### src/design/alt_ram.sv
// Generic single-port synchronous RAM with registered read.
`timescale 1ns / 1ps
module alt_ram #(
	parameter int unsigned Width = 8,
	parameter int unsigned Depth = 16
) (
	input logic clk,
	input logic we,
	input logic [$clog2(Depth)-1:0] addr,
	input logic [Width-1:0] wdata,
	output logic [Width-1:0] rdata
);
	logic [Width-1:0] mem [Depth];

	always_ff @(posedge clk) begin
		if (we) begin
			mem[addr] <= wdata;
		end
		rdata <= mem[addr];
	end
endmodule

### config.mk
export PLATFORM = sky130hd
export DESIGN_NAME = alt_ram
export DESIGN_NICKNAME = d
export VERILOG_FILES = /design/src/design/alt_ram.sv
export SDC_FILE = /design/constraint.sdc
export NUM_CORES = 1
export LEC_CHECK = 0
export ABC_AREA = 1
export BUFFER_PORTS_ARGS = -buffer_cell sky130_fd_sc_hd__buf_2
export CAP_MARGIN = 10
export CORE_MARGIN = 8
export CORE_UTILIZATION = 50
export CTS_CLUSTER_DIAMETER = 40
export DETAILED_ROUTE_END_ITERATION = 8
export PLACE_DENSITY = 0.67
export SYNTH_ARGS = -nofsm -noshare
export SYNTH_HDL_FRONTEND = slang
export SYNTH_SLANG_ARGS = --single-unit
export TNS_END_PERCENT = 20
### constraint.sdc
create_clock -name clk -period 3.5 [get_ports clk]
set_input_delay 0.175 -clock clk [delete_from_list [all_inputs] [get_ports clk]]
set_output_delay 0.175 -clock clk [all_outputs]
set_load 0.02 [all_outputs]
==> metrics.txt, run 1 <==
MaxCap Viol Count=0; Yosys cell types=11; # rows=38; GPL Wtd Cong=0.855; Worst Tran Pin Value=0.889 ns; Power Dens Cells=approximately 590 mW/mm²; Req. time, crit path=roughly 3.6 ns; ANT cells=0; 1st-pass router iterations=5; quantity of gates resized following cts=0; post-route cell area=between 0.006 and 0.007 mm²; Post-CTS Setup Bufs=0; Die X=between 100 and 150 µm; Final Hold Fails=0; syn_area_per_cell=between 10 and 15 µm²; layout cells sized above 1=between 8 and 9%; status=completed; FF+latch count, synth=approximately 140; Layout Nets=584; initial antenna violation count=0; Tot GR Track Use=about 18%; largest net degree at the start of global routing=42; fin crit period=1.72 ns; total wire length=~12000 µm; sequential cell area fraction in the yosys report=a little under three quarters; H-Tree Depth=4; CTS tree=yes; most frequent cells in the layout=nand2_1 (346), edfxtp_1 (128), inv_1 (21), buf_2 (21), nor2_1 (18); first-pass GRT wire length=between 15000 and 20000 µm; met2 wire length=6040 µm; hpwl dp=between 7000 and 8000 µm; DP Area=0.00578 mm²; input/output buffers=21; Post-Syn Instances=548; Metal-1 WL=a little under 5000 µm; clk root buf=clkbuf_8; CP peak stage delay=between 0.7 and 0.8 ns; kind of critical path=input port to flop; routed wl met3=~900 µm; origin of the critical flop-to-flop path=mem[3][5]; Slew Limit Fails=0; P_leak=about 2.7 nW; clk sinks=136; via count=around 3600; Yosys Warn Count=0; number of global-route vias before repair=about 3800; arrival time at the worst endpoint=1.86 ns; slowest cell on the critical path=nor2_1; area grow syn2layout=13.3%; clock latency on the worst-skew pair=about 0.51 ns; HP Class=input port to flop; Clock Path Buffers=2; Setup TNS=0 ns; Cell Chain, Critical Path=buf_2, clkinv_1, nand3_1, nor2_1; Slew headroom=slightly above 40%; ANT nets after route=0; die height=about 120 µm; period utilisation layout=between 40 and 50%; CP Max Fanout=35; Congestion Overflow GR=0; maximum operating frequency=just under 0.6 GHz; syn nets=around 560; mapped cell area=0.00559 mm²; Num CTS Buffers=17; I/O pin count=22; DR WL/cell=about 17 µm; uppermost routed layer=met4; CP startpoint kind=input port; clock skew=between 0.005 and 0.006 ns; CTS Hold Bufs=0; Setup crit end kind=flop; worst vdd ir=around 0.36 mV; number of remaining DRC errors=0; die area=0.0148 mm²; RSZ-0062 raised after global routing=no; 1st-iter DRT viols=about 300; crit path from=addr[1]; clk slew on worst S/H paths=roughly 0.05 ns; routed vias/inst=~5.0; Hold Crit Start=wdata[4]; starting density of the core=between 50% and 60%; final-report setup violation count=0; Core Region=around 0.011 mm²; Min Hold Slack=between 0.07 and 0.08 ns; most common cell after layout, fill and taps aside=nand2_1
## critical path: cells and delay by family
kind / cells / cell delay [ns]
and+or+nand+nor: 2 / 0.98
buffers and inverters: 2 / 0.67
## registers in the layout, summed over array words and instances, names as in the netlist
name,flops
rdata,8
mem,128
## Yosys cell counts
library cell	count	area (µm²)
nand2_1	346	1300
buf_2	12	60.1
nor2_1	18	67.6
inv_2	1	3.75
inv_1	21	78.8
dfxtp_1	8	160
clkbuf_1	3	11.3
buf_4	6	45.0
edfxtp_1	128	3840
nand3_1	4	20.0
clkinv_1	1	3.75
## path summary, 6_finish.rpt
| path | slack, ns | depth (start not counted) | endpoint |
|---|---|---|---|
| hold reg to reg | 0.71 | 8 | rdata[6] |
| hold / removal | 0.08 | 1 | mem[6][4] |
| setup / recovery | 1.78 | 4 | mem[5][4] |
| setup reg to reg | 2.44 | 8 | rdata[5] |
## routing by layer
layer	GRT usage (%)	up-vias
met3	4.72	22
met5	0	-
met4	9.87	0
met1	20.9	1702
li1	-	1792
met2	29.6	115
## cells by family after synthesis
| kind of cell | count (synthesis) | synth area share [%] |
|---|---|---|
| buf+inv | 44 | 3.62 |
| simple gates | 368 | 24.8 |
| flops | 136 | 71.6 |
## stage by stage
stage               total power [mW]  utilization, %  instances  worst slack [ns]
detailed placement              2.09            53.1        691              1.26
CTS                             3.75            58.2        723              1.81
finish                          3.73            58.2        723              1.78
global placement                2.09            53.1        691              1.31
global route                    3.86            58.2        723              1.62
floorplan                       2.00               -        548              1.95
## layout make-up
class	count	area [µm²]
fillers	918	4550
flip-flops and latches	136	4000
multi-input cells	368	1390
clock buffers	20	425
well taps	140	175
clock inverters	12	133
repair buffers	24	128
inverters	23	86.3
## power by group
group / internal, mW / leakage (nW) / switching (mW)
sequential: 1.82 / 1.22 / 0.00951
clock: 1.07 / 0.281 / 0.605
combinational: 0.0550 / 1.22 / 0.168
(Power assumes the default switching activity.)
==> run 2: changes to the inputs <==
- clock period: 3.5 -> 1.6 ns (I/O delays scaled with it)
==> run 2 against run 1 <==
  * Total power is 130% higher
  * Non-clock buffer count is 27 higher
  * Critical path depth shrank 3
  * Wire length is 3.6% higher
  * Sequential share of layout area shrank 2.4 points
  * Hold slack lost 0.074 ns
  * Critical endpoint is now rdata[7]
==> metrics.txt, run 2 (synthesized netlist as in run 1, its figures left out) <==
Fill cells=863 (was 918); ANT nets after route=0 (unchanged); Congestion Overflow GR=0 (unchanged); RSZ-0062 raised after global routing=no (unchanged); MaxCap Viol Count=0 (unchanged); largest net degree at the start of global routing=25 (was 42); number of global-route vias before repair=3861 (was 3776); Final Hold Fails=0 (unchanged); final-report setup violation count=0 (unchanged); GPL Wtd Cong=0.862 (was 0.855); top flop regs=mem x128, rdata x8 (unchanged); Num CTS Buffers=17 (unchanged); Tot GR Track Use=18.1% (was 17.9%); Largest register FFs=128 (unchanged); most common cell after layout, fill and taps aside=nand2_1 (unchanged); total wire length=12600 µm (was 12100 µm); H-Tree Depth=4 (unchanged); arrival time at the worst endpoint=1.04 ns (was 1.86 ns); layout cells sized above 1=12.8% (was 8.92%); clock latency on the worst-skew pair=0.52 ns (was 0.51 ns); Clock Path Buffers=2 (unchanged); clk slew on worst S/H paths=0.06 ns (was 0.05 ns); DR WL/cell=16.8 µm (about the same); Cell Chain, Critical Path=buf_2 (was buf_2, clkinv_1, nand3_1, nor2_1); number of remaining DRC errors=0 (unchanged); Worst Tran Pin Value=0.430 ns (was 0.889 ns); Layout Nets=611 (was 584); CP Max Fanout=1 (was 35); die height=122 µm (unchanged); ANT cells=0 (unchanged); Setup TNS=0 ns (unchanged); worst path bufs/invs=1 (was 2); P_leak=2.87 nW (was 2.72 nW); # rows=38 (unchanged); routed vias/inst=5.06 (was 5.02); via count=3787 (was 3631); Slew Limit Fails=0 (unchanged); kind of critical path=flop to output pin (was input port to flop); Die X=122 µm (unchanged); CTS tree=yes (unchanged); Req. time, crit path=1.52 ns (was 3.64 ns); first-pass GRT wire length=19700 µm (was 19500 µm); 1st-iter DRT viols=310 (was 294); final core occ=60.5% (was 58.2%); I/O pin count=22 (unchanged); Power Dens Cells=1290 mW/mm² (was 588 mW/mm²); Setup crit end kind=output pin (was flop); clk root buf=clkbuf_8 (unchanged); most frequent cells in the layout=nand2_1 (346), edfxtp_1 (128), buf_4 (28) (was nand2_1 (346), edfxtp_1 (128), inv_1 (21), buf_2 (21), nor2_1 (18)); clk sinks=136 (unchanged); period utilisation layout=69.8%; slowest cell on the critical path=dfxtp_1 (was nor2_1); status=completed (unchanged); initial antenna violation count=0 (unchanged); largest register by flop count=mem (unchanged); critical path's top delay family=flip-flops (was simple AND/OR/NAND/NOR gates); Slew headroom=71.4% (was 40.5%); starting density of the core=51.4% (unchanged); fin crit period=~1.1 ns; HP Class=input port to flop (unchanged); Core Region=0.0109 mm² (unchanged); worst vdd ir=0.703 mV (was 0.356 mV); input/output buffers=21 (unchanged); die area=0.0148 mm² (unchanged); maximum operating frequency=between 0.8 and 0.9 GHz; 1st-pass router iterations=5 (unchanged); clock skew=0.00648 ns (was 0.00576 ns); hpwl dp=8120 µm (was 7630 µm); area grow syn2layout=17.7% (was 13.3%); CP startpoint kind=flop (was input port); CP peak stage delay=0.35 ns (was 0.75 ns)
==> run 2: cell types whose count changed in the layout (fill, tap and decap cells not counted) <==
cell	before	now
buf_4	3	28
bufinv_16	3	4
clkbuf_1	3	1
clkinv_2	7	2
clkinv_4	0	2
clkinvlp_4	0	2
dlygate4sd3_1	0	2
inv_6	0	1
==> run 2: per-stage QoR <==
stage	instance area (µm²)	std cells	setup WS (ns)	power [mW]	hold WS, ns
2_1_floorplan	5590	548	0.143	4.38	0.179
3_5_place_dp	5970	716	0.264	4.60	0.498
4_1_cts	6580	749	0.457	8.50	0.000371
3_3_place_gp	5970	716	0.272	4.60	0.499
5_1_grt	6580	749	0.449	8.71	0.00350
6_report	6580	749	0.483	8.46	0.00527
==> run 2: routing by layer <==
| metal | vias to the layer above | wire length [µm] | track usage, % |
|---|---|---|---|
| met4 | 0 | 287 | 8.48 |
| met1 | 1785 | 5370 | 22.3 |
| li1 | 1850 | - | - |
| met5 | - | 0 | 0 |
| met3 | 24 | 682 | 4.30 |
| met2 | 128 | 6240 | 29.6 |
==> run 2: where the power goes <==
group | total, mW | switching (mW) | internal, mW
registers | 4.01 | 0.0261 | 3.98
logic | 0.521 | 0.375 | 0.146
clock network | 3.93 | 1.42 | 2.51
total | 8.46 | 1.82 | 6.64
==> run 2: area by class of cell <==
class,instances,area (µm²),share of cell area [%]
clock buffers,18,418,6.35
clock inverters,13,179,2.72
inverters,23,86.3,1.31
multi-input cells,368,1390,21.1
flip-flops and latches,136,4000,60.8
well taps,140,175,2.66
repair buffers,51,335,5.09
==> run 2: final timing paths <==
path / startpoint / cells past startpoint / slack, ns / to
worst max-delay path: rdata[7] / 1 / 0.48 / rdata[7]
worst min-delay path: wdata[0] / 1 / 0.005 / mem[9][0]
worst max register to register: mem[5][5] / 8 / 0.57 / rdata[5]
worst min register to register: mem[0][7] / 8 / 0.71 / rdata[7]
==> run 2: worst register-to-register path, delay by kind of cell, from the launching register on <==
family / cells / cell delay [ns]
simple gates: 7 / 0.47
flops: 1 / 0.37
buf+inv: 1 / 0.09
==> run 2: what timing repair did <==
| action | CTS | global route |
|---|---|---|
| buffers inserted | 0 | 0 |
| hold endpoints to repair | 18 | 0 |
| hold buffers | 2 | 0 |
| resized for setup | 0 | 0 |
